File: src/cascaded_window_statistics_assert.svh
// Assertion helpers shared by the RTL.
`ifndef CASCADED_WINDOW_STATISTICS_ASSERT_SVH
`define CASCADED_WINDOW_STATISTICS_ASSERT_SVH

// The consequent must hold in the same cycle as the antecedent.
`define CWS_ASSERT_SAME(lbl, clk, rst_n, ante, cons, msg) \
    lbl: assert property (@(posedge clk) disable iff (!(rst_n)) (ante) |-> (cons)) \
        else $error(msg);

// The consequent must hold in the cycle after the antecedent.
`define CWS_ASSERT_NEXT(lbl, clk, rst_n, ante, cons, msg) \
    lbl: assert property (@(posedge clk) disable iff (!(rst_n)) (ante) |=> (cons)) \
        else $error(msg);

`endif

File: src/cws_pkg.sv
package cws_pkg;

    // Ring positions and scan indexes cover rings of up to 64 slots.
    localparam int POS_W = 6;

    typedef struct packed {
        logic [63:0] cnt;
        logic [63:0] sum;
        logic [63:0] peak;
    } t_agg;

    typedef struct packed {
        logic [31:0] tick_count;
        logic [63:0] tick_sum;
        logic [63:0] tick_peak;
    } t_item;

    typedef struct packed {
        logic [63:0] short_avg;
        logic [63:0] short_peak;
        logic [63:0] mid_avg;
        logic [63:0] mid_peak;
        logic [63:0] long_avg;
        logic [63:0] long_peak;
        logic [63:0] all_avg;
        logic [63:0] all_peak;
    } t_result;

endpackage

File: src/cws_ring_mem.sv
module cws_ring_mem #(
    parameter int SLOTS = 10
) (
    input  logic                      i_clk,
    input  logic                      i_rst_n,
    input  logic                      i_we,
    input  logic [cws_pkg::POS_W-1:0] i_waddr,
    input  cws_pkg::t_agg             i_wdata,
    input  logic [cws_pkg::POS_W-1:0] i_raddr,
    output cws_pkg::t_agg             o_rdata
);
    localparam int AW = (SLOTS > 1) ? $clog2(SLOTS) : 1;

    cws_pkg::t_agg r_mem [SLOTS];
    logic [SLOTS-1:0] r_vld;
    cws_pkg::t_agg r_rd;
    logic r_rd_vld;

    // Slots never written since reset read as zero.
    always_ff @(posedge i_clk) begin
        if (!i_rst_n) begin
            r_vld <= '0;
            r_rd_vld <= 1'b0;
        end else begin
            if (i_we) begin
                r_vld[i_waddr[AW-1:0]] <= 1'b1;
            end
            r_rd_vld <= r_vld[i_raddr[AW-1:0]];
        end
    end

    always_ff @(posedge i_clk) begin
        if (i_we) begin
            r_mem[i_waddr[AW-1:0]] <= i_wdata;
        end
        r_rd <= r_mem[i_raddr[AW-1:0]];
    end

    assign o_rdata = r_rd_vld ? r_rd : '0;
endmodule

File: config.mk
export PLATFORM = sky130hd
export DESIGN_NAME = cws_ring_mem
export DESIGN_NICKNAME = d
export VERILOG_FILES = /design/src/cascaded_window_statistics_assert.svh /design/src/cws_pkg.sv /design/src/cws_ring_mem.sv
export SDC_FILE = /design/constraint.sdc
export NUM_CORES = 2
export LEC_CHECK = 0
export BUFFER_PORTS_ARGS = -buffer_cell sky130_fd_sc_hd__buf_2
export CORE_UTILIZATION = 30
export CTS_BUF_LIST = sky130_fd_sc_hd__clkbuf_2 sky130_fd_sc_hd__clkbuf_4 sky130_fd_sc_hd__clkbuf_8
export DETAILED_ROUTE_END_ITERATION = 16
export SLEW_MARGIN = 20
export SYNTH_ARGS = -nofsm -noshare
export SYNTH_HDL_FRONTEND = slang
export SYNTH_SLANG_ARGS = --single-unit
File: constraint.sdc
create_clock -name i_clk -period 41.2 [get_ports i_clk]
set_input_delay 6.18 -clock i_clk [delete_from_list [all_inputs] [get_ports i_clk]]
set_output_delay 6.18 -clock i_clk [all_outputs]
set_load 0.03 [all_outputs]
==> results by group <==
STA
  – Tcrit/Tclk final: 0.241
  – Final setup violation count: 0
  – Max Slew Vio Count: 0
  – Rel. slew slack: 0.241
  – WHS: 461 ps
  – Worst-Margin Slew: 1140 ps
  – Setup TNS: 0 ps
  – Tmin final: 9940 ps
  – F_max: 101 MHz
  – Unrepaired setup endpoints after global routing: false
  – Hold Vio Cnt, Final: 0
  – Setup WS post-layout: 31260 ps
  – Clock skew: 84.1 ps

Die
  – Row cnt: 186
  – Die width: 510 µm
  – Die area: 0.260 mm²
  – Initial Utilization: 0.302
  – Die height: 510 µm
  – IO Pins: 399
  – Core area: 0.257 mm²

Power and ir drop
  – Int Pwr: 3.52 mW
  – Net Sw Power: 0.982 mW
  – Sequential Power Share: 0.537
  – Logic gate share of total power: 0.044
  – Pwr Density: 49.8 mW/mm²
  – Clock share of power: 0.420
  – Maximum resistive drop on vdd: 0.0344 mV
  – P_leak: 30.1 nW
  – Sw Ratio: 0.218

Drt
  – Via count: 36.9k
  – Routed wire per std cell: 23.0 µm
  – Vias per std cell: 4.71
  – Drt drc: 0
  – Final ANT Viol Nets: 0
  – Initial DRC count: 2504
  – Drt total wl: 180000 µm
  – DRT Pass-1 Iters: 5

Clock network
  – Clk sinks: 2123
  – # hold bufs at CTS: 0
  – H-tree depth: 5
  – Post-CTS sizing: 0
  – Post-CTS Setup Inserts: 0
  – CTS Root Cell: clkbuf_8
  – Cts bufs inserted: 354
  – Clk Latency, worst-skew pair: 990 ps
  – Clock transition at the registers of the reported paths: 60 ps
  – CTS tree: yes
  – Max Root-Sink Buffers: 4

Logic synthesis
  – Synth area leader: edfxtp_1
  – Synth cell types: 26
  – Cell count after synthesis: 3507
  – Synthesized cell area: 0.0775 mm²
  – Synthesized Nets: 3714
  – Top-area cell type share of the netlist area: 0.744
  – Synth top area cells: edfxtp_1 74%, mux4_2 11%, dfxtp_1 5.2%
  – Syn avg cell area: 22.1 µm²
  – Seq cells post-synth: 2123
  – Synth warn: 0
  – Sequential fraction of the synthesis area: 0.797

Worst setup path
  – Most used cell, CP: buf_4
  – CP required: 41940 ps
  – Kind of critical path: in -> reg
  – Startpoint Class: primary input
  – Crit path max fanout: 68
  – Worst path cell trace: buf_8, buf_4, buf_4, buf_4, buf_4, mux4_2, a22oi_1, o21ai_1
  – CP arrival: 10680 ps
  – CP peak stage delay: 930 ps
  – Slowest cell on crit path: buf_4
  – Critical Path End Type: register
  – Reg2reg setup slack: 39710 ps

Cells and area
  – Fillers: 23.8k
  – Final net count: 4347
  – Post-Layout Inst Area: 0.0905 mm²
  – Area Growth Syn to Fin: 16.8%
  – Commonest non-fill, non-tap cell in the layout: edfxtp_1
  – Non-filler cells, final: 7824
  – Share of cells above drive strength 1: 0.332
  – Commonest cells after routing, fill and taps aside: 1920 x edfxtp_1, 393 x clkbuf_8, 392 x buf_2, 385 x mux4_2, 202 x dfxtp_1

Placement
  – # placed instances: 7168
  – Detailed placement HPWL: 89900 µm
  – Buffers on Ports: 394
  – Routability cong.: 0.695
  – Post-Place Cell Area: 0.0832 mm²
  – Dpl ws: 30250 ps

Min path
  – Worst hold path class: reg -> reg

GRT
  – Largest net degree at the start of global routing: 123
  – First-pass GRT wire length: 261000 µm
  – Initial antenna violation count: 44
  – Total track usage: 0.135
  – Grt total ovfl: 0
  – Number of global-route vias before repair: 38.9k

Outcome
  – Status: finished clean

Run
  – Max-cap violations: 0
power by group through the flow:
stage          sequential (mW)  clock [mW]  combinational [mW]
4_1_cts                   2.42        1.95               0.201
5_1_grt                   2.42        2.04               0.213
3_5_place_dp              2.46           0               0.201
2_1_floorplan             2.47           0               0.126
3_3_place_gp              2.46           0               0.197
6_report                  2.42        1.89               0.196
logic make-up (layout without fill, tap and decap cells):
kind of cell / Yosys count / count (layout) / synth area share
buf+inv: 194 / 1117 / 0.0169
mux: 580 / 580 / 0.137
simple gates: 214 / 214 / 0.0170
other cells: 0 / 10 / 0
compound gates: 396 / 396 / 0.0322
flops: 2123 / 2123 / 0.797
worst max-delay path: cells and delay by family:
kind / cells / cell delay, ps
AO/OA/AOI/OAI: 2 / 330
buffers and inverters: 5 / 3480
multiplexers: 1 / 430
area by class of cell:
class,instances,area [µm²],share of cell area
Sequential cell,2123,61700,0.682
Multi-Input combinational cell,1190,14500,0.161
Clock buffer,535,6470,0.0716
Tap cell,3384,4230,0.0468
Timing Repair Buffer,470,2660,0.0294
Clock inverter,111,806,0.00891
Antenna cell,10,25.0,0.000277
Inverter,1,11.3,0.000124
Yosys cell counts:
cell / count
or3b_2: 2
inv_1: 1
buf_6: 9
nand2b_1: 2
buf_4: 33
and2_1: 192
nor2b_1: 2
nand3b_1: 1
mux4_2: 385
buf_1: 1
dfxtp_1: 203
buf_2: 37
nand2_1: 2
o21ai_1: 192
buf_12: 21
nor2_1: 7
edfxtp_1: 1920
clkbuf_1: 92
mux2i_1: 195
nor4_1: 3
a41o_1: 1
nor3_1: 2
a2bb2oi_1: 1
a22oi_1: 192
o21a_1: 10
nand3_1: 1
sequential cells by signal (all words and copies together) (netlist names):
name / cells
r_mem: 1920
r_rd: 192
r_vld: 10
r_rd_vld: 1
metrics by stage:
| step | total power, mW | utilization |
|---|---|---|
| finish | 4.51 | 0.352 |
| floorplan | 2.59 | - |
| global placement | 2.66 | 0.324 |
| global route | 4.68 | 0.352 |
| CTS | 4.57 | 0.352 |
| detailed placement | 2.66 | 0.324 |
per-layer routing:
layer,GRT usage,vias to the layer above,routed length [µm]
li1,-,15800,-
met1,0.172,19600,75300
met2,0.228,1050,88900
met3,0.0307,374,10500
met4,0.0437,36,4820
met5,0,-,223
final timing paths:
| check | start | to | cells past startpoint |
|---|---|---|---|
| max | i_raddr[1] | r_rd[22]$_DFF_P_ | 8 |
| min | r_vld[4]$_SDFFE_PN0P_ | r_vld[4]$_SDFFE_PN0P_ | 1 |
| max reg2reg | r_mem[2][113]$_DFFE_PP_ | r_rd[113]$_DFF_P_ | 3 |
| min reg2reg | r_vld[4]$_SDFFE_PN0P_ | r_vld[4]$_SDFFE_PN0P_ | 1 |
No activity file was read; power rests on OpenSTA's default activity.
