$ cat config.mk
export PLATFORM = sky130hd
export DESIGN_NAME = cws_div
export DESIGN_NICKNAME = d
export VERILOG_FILES = /design/src/cascaded_window_statistics_assert.svh /design/src/cws_div.sv
export SDC_FILE = /design/constraint.sdc
export NUM_CORES = 1
export LEC_CHECK = 0
export BUFFER_PORTS_ARGS = -buffer_cell sky130_fd_sc_hd__buf_2
export CAP_MARGIN = 10
export CORE_ASPECT_RATIO = 1.25
export CORE_MARGIN = 5
export CORE_UTILIZATION = 45
export CTS_BUF_LIST = sky130_fd_sc_hd__clkbuf_4 sky130_fd_sc_hd__clkbuf_8
export CTS_CLUSTER_SIZE = 10
export DETAILED_ROUTE_END_ITERATION = 8
export PLACE_DENSITY = 0.66
export SYNTH_ARGS = -nofsm -noshare
export SYNTH_HDL_FRONTEND = slang
export SYNTH_SLANG_ARGS = --single-unit
$ cat constraint.sdc
create_clock -name i_clk -period 6.8 [get_ports i_clk]
set_input_delay 0.34 -clock i_clk [delete_from_list [all_inputs] [get_ports i_clk]]
set_output_delay 0.34 -clock i_clk [all_outputs]
set_load 0.01 [all_outputs]
$ cat src/cascaded_window_statistics_assert.svh
// Assertion helpers shared by the RTL.
`ifndef CASCADED_WINDOW_STATISTICS_ASSERT_SVH
`define CASCADED_WINDOW_STATISTICS_ASSERT_SVH

// The consequent must hold in the same cycle as the antecedent.
`define CWS_ASSERT_SAME(lbl, clk, rst_n, ante, cons, msg) \
    lbl: assert property (@(posedge clk) disable iff (!(rst_n)) (ante) |-> (cons)) \
        else $error(msg);

// The consequent must hold in the cycle after the antecedent.
`define CWS_ASSERT_NEXT(lbl, clk, rst_n, ante, cons, msg) \
    lbl: assert property (@(posedge clk) disable iff (!(rst_n)) (ante) |=> (cons)) \
        else $error(msg);

`endif

$ cat src/cws_div.sv
module cws_div (
    input  logic        i_clk,
    input  logic        i_rst_n,
    input  logic        i_start,
    input  logic [63:0] i_num,
    input  logic [63:0] i_den,
    output logic        o_done,
    output logic [63:0] o_quo
);
    logic        r_busy;
    logic [6:0]  r_cnt;
    logic [63:0] r_rem;
    logic [63:0] r_quo;
    logic [63:0] r_den;
    logic        r_done;
    logic [64:0] w_shift;
    logic [64:0] w_diff;

    // Restoring division, one quotient bit per cycle.
    assign w_shift = {r_rem, r_quo[63]};
    assign w_diff  = w_shift - {1'b0, r_den};

    always_ff @(posedge i_clk) begin
        if (!i_rst_n) begin
            r_busy <= 1'b0;
            r_cnt  <= '0;
            r_done <= 1'b0;
        end else begin
            r_done <= 1'b0;
            if (i_start) begin
                r_busy <= 1'b1;
                r_cnt  <= '0;
                r_rem  <= '0;
                r_quo  <= i_num;
                r_den  <= i_den;
            end else if (r_busy) begin
                if (!w_diff[64]) begin
                    r_rem <= w_diff[63:0];
                    r_quo <= {r_quo[62:0], 1'b1};
                end else begin
                    r_rem <= w_shift[63:0];
                    r_quo <= {r_quo[62:0], 1'b0};
                end
                r_cnt <= r_cnt + 7'd1;
                if (r_cnt == 7'd63) begin
                    r_busy <= 1'b0;
                    r_done <= 1'b1;
                end
            end
        end
    end

    assign o_done = r_done;
    assign o_quo  = r_quo;
endmodule

==> impl_metrics.py <==
metrics = {
    "synth": {
        "synth.avg_cell_area_um2": 10.31,
        "synth_area_mm2": 0.01239,
        "ys_ff_latch": 201,
        "synth_top_flop_cell": "edfxtp_1",
        "synthTopCellsByArea": "edfxtp_1 47%, ha_1 6.6%, a21oi_1 6.0%",
        "yosysUniqueCellTypes": 73,
        "yosysTopAreaCell": "edfxtp_1",
        "synth_edf_count": 192,
        "async_flop_share_pct": 0,
        "synth.top_cell.area_share_pct": 46.53,
        "yosysSeqAreaShare_pct": 47.99,
        "syn_nets": 1399,
        "yosysWarnings": 0,
        "syn_inst": 1202,
    },
    "clocking": {
        "cts_buffer_depth": 3,
        "path_clk_slew_ps": 60,
        "ctsHtreeMaxLevel": 2,
        "cts_tree": "yes",
        "cts_buffers": 37,
        "post_cts_buffers": 0,
        "cts_root_buf": "clkbuf_8",
        "worstSkewPairLatency_ps": 530,
        "cts.sinks": 201,
    },
    "floorplanning": {
        "dieHeight_um": 195.5,
        "core_area_mm2": 0.02740,
        "num_rows": 68,
        "io-pin-count": 196,
        "die_w_um": 158.4,
        "dieArea_mm2": 0.03097,
        "start_util_pct": 45.23,
    },
    "pwr": {
        "ir_worst_vdd_mv": 0.1917,
        "p_per_area_mw_per_mm2": 256.6,
        "leakagePower_uw": 0.006197,
    },
    "routing": {
        "wirelength_um": 33490,
        "via_per_inst": 5.629,
        "routedWlPerCell_um": 18.48,
        "drtIter0Drc": 483,
        "drc": 0,
        "vias": 10200,
        "postRouteAntennaNets": 0,
        "drt-pass1-iter-count": 5,
    },
    "worst_setup_path": {
        "cpLargestDelayFamily": "compound AO/OA/AOI/OAI gates",
        "worstSetupPathType": "reg2reg",
        "crit_top_cell": "a21oi_1",
        "critPathBufInv": 2,
        "critPathArrivalTime_ps": 5050,
        "crit_chain": "inv_1, ha_1, fa_1, nand2b_1, a21oi_1, o21ai_0, o31a_1, a211oi_4, o211ai_2, a2111oi_4, o21a_2, buf_4, or4b_1, a21oi_1",
        "worstPathRequired_ps": 7030,
        "crit_path_end_kind": "flip-flop",
        "worstPathMaxFanout": 47,
        "cpMaxStageDelayCell": "o21a_2",
        "start_kind": "flip-flop",
        "cp_slowest_stage_delay_ps": 800,
    },
    "finish": {
        "multi_input_area_mm2": 0.005836,
        "final_cells": 1812,
        "fin_nets": 1635,
        "antenna_cells": 0,
        "fillers": 2448,
        "drive_above_1_share_pct": 23.53,
        "area_growth_pct": 21.01,
        "final_cell_mix": "194 x buf_2, 192 x edfxtp_1, 148 x a21oi_1",
        "layout_commonest_cell": "buf_2",
        "regArea_mm2": 0.005946,
    },
    "timing": {
        "hold_ws_ps": 99.35,
        "clock.fmax_mhz": 207.8,
        "tns_ps": 0,
        "tightestPinTransition_ps": 1143,
        "post-route-min-period_ps": 4812,
        "hold_viol_final": 0,
        "rsz0062_at_grt": "false",
        "skew_ps": 20.01,
        "final_max_slew_viol_count": 0,
        "fin_crit_sh_pct": 70.77,
        "setup_viol": 0,
        "slew_headroom_pct": 23.82,
    },
    "hold_path": {
        "hold_class": "in2reg",
    },
    "status": {
        "status": "finished, final reports clean",
    },
    "place": {
        "placed_cells": 1685,
        "dp_hpwl_um": 23690,
        "place.port_buffers": 195,
        "gp_congestion": 0.9563,
    },
    "run": {
        "maxCapViolations": 0,
    },
    "grt": {
        "grtUsageTotal_pct": 21.27,
        "grt_pass1_vias": 10620,
        "grt_start_max_net_pins": 77,
        "grt_pass1_wl_um": 53500,
        "globalRoute.totalOverflow": 0,
        "antenna_found_initial": 0,
    },
}
-- layout make-up --
class | instances | share of cell area, %
Inverter | 87 | 2.178
Sequential cell | 201 | 39.65
Clock inverter | 9 | 0.8094
Multi-Input combinational cell | 845 | 38.92
Tap cell | 350 | 2.921
Timing Repair Buffer | 266 | 11.15
Clock buffer | 54 | 4.372
-- cells in the mapped netlist (3+ instances only) --
| cell type | number |
|---|---|
| buf_1 | 4 |
| a22o_1 | 3 |
| clkbuf_1 | 47 |
| dfxtp_1 | 9 |
| or4b_1 | 12 |
| o211ai_1 | 7 |
| nand4_1 | 30 |
| buf_4 | 3 |
| o21ai_1 | 5 |
| nor3_1 | 23 |
| a211oi_1 | 12 |
| ha_1 | 65 |
| xor2_1 | 23 |
| nor2b_1 | 9 |
| a21boi_0 | 4 |
| a211o_1 | 3 |
| xnor2_1 | 23 |
| buf_2 | 12 |
| nand3_1 | 42 |
| o21a_1 | 14 |
| or3_1 | 7 |
| inv_1 | 87 |
| nand2_1 | 75 |
| o21bai_1 | 17 |
| mux2i_1 | 5 |
| mux2_2 | 63 |
| edfxtp_1 | 192 |
| o31ai_1 | 4 |
| o31a_1 | 4 |
| a21o_1 | 38 |
| a221oi_1 | 3 |
| o21ai_0 | 101 |
| nand2b_1 | 8 |
| a21oi_1 | 148 |
| nor2_1 | 46 |
| and2_1 | 7 |
-- flip-flops by register name (all words and copies together) (netlist names) --
name    count
o_done      1
r_cnt       7
r_busy      1
r_den      64
o_quo      64
r_rem      64
-- stage by stage --
| stage | utilization, % | setup WS (ps) | power [uW] | cell area [um^2] |
|---|---|---|---|---|
| floorplan | - | 2563 | 2324 | 12390 |
| global placement | 49.56 | 2174 | 2573 | 13580 |
| detailed placement | 49.56 | 2035 | 2589 | 13580 |
| CTS | 54.73 | 2028 | 3879 | 14990 |
| global route | 54.73 | 1697 | 4070 | 14990 |
| finish | 54.73 | 1988 | 3847 | 14990 |
-- where the power goes --
group	total, uW	internal [uW]	switching, uW
Clock	1250	731	515
Combinational	1060	436	623
Sequential	1540	1490	51.0
Total	3850	2660	1190
-- cells by family (layout without fill, tap and decap cells) --
kind of cell	count (synthesis)	after routing	share of synthesized area (%)
buf+inv	156	416	5.069
fa+ha+maj	66	66	6.725
simple gates	277	277	11.50
flops	201	201	47.99
compound gates	388	388	19.34
xor+xnor	46	46	3.251
mux	68	68	6.129
-- final timing paths --
path	start	endpoint	slack (ps)	depth (start not counted)
worst min register to register	r_cnt[5]	r_cnt[5]	480	2
worst max-delay path	o_quo[63]	r_rem[38]	1990	14
worst max register to register	o_quo[63]	r_rem[38]	1990	14
worst min-delay path	i_num[0]	o_quo[0]	100	2
-- per-layer routing --
layer,track usage [%],vias up,routed length [um]
met5,0,-,0
met3,5.631,73,2325
met4,7.174,0,1062
met1,25.16,4848,13520
met2,37.11,314,16580
li1,-,4965,-
-- timing repair --
item,4_1_cts,5_1_grt
gates resized for setup,0,0
endpoints found under the hold margin,64,0
hold buffers,64,0
Power figures use the tool's default switching activity.
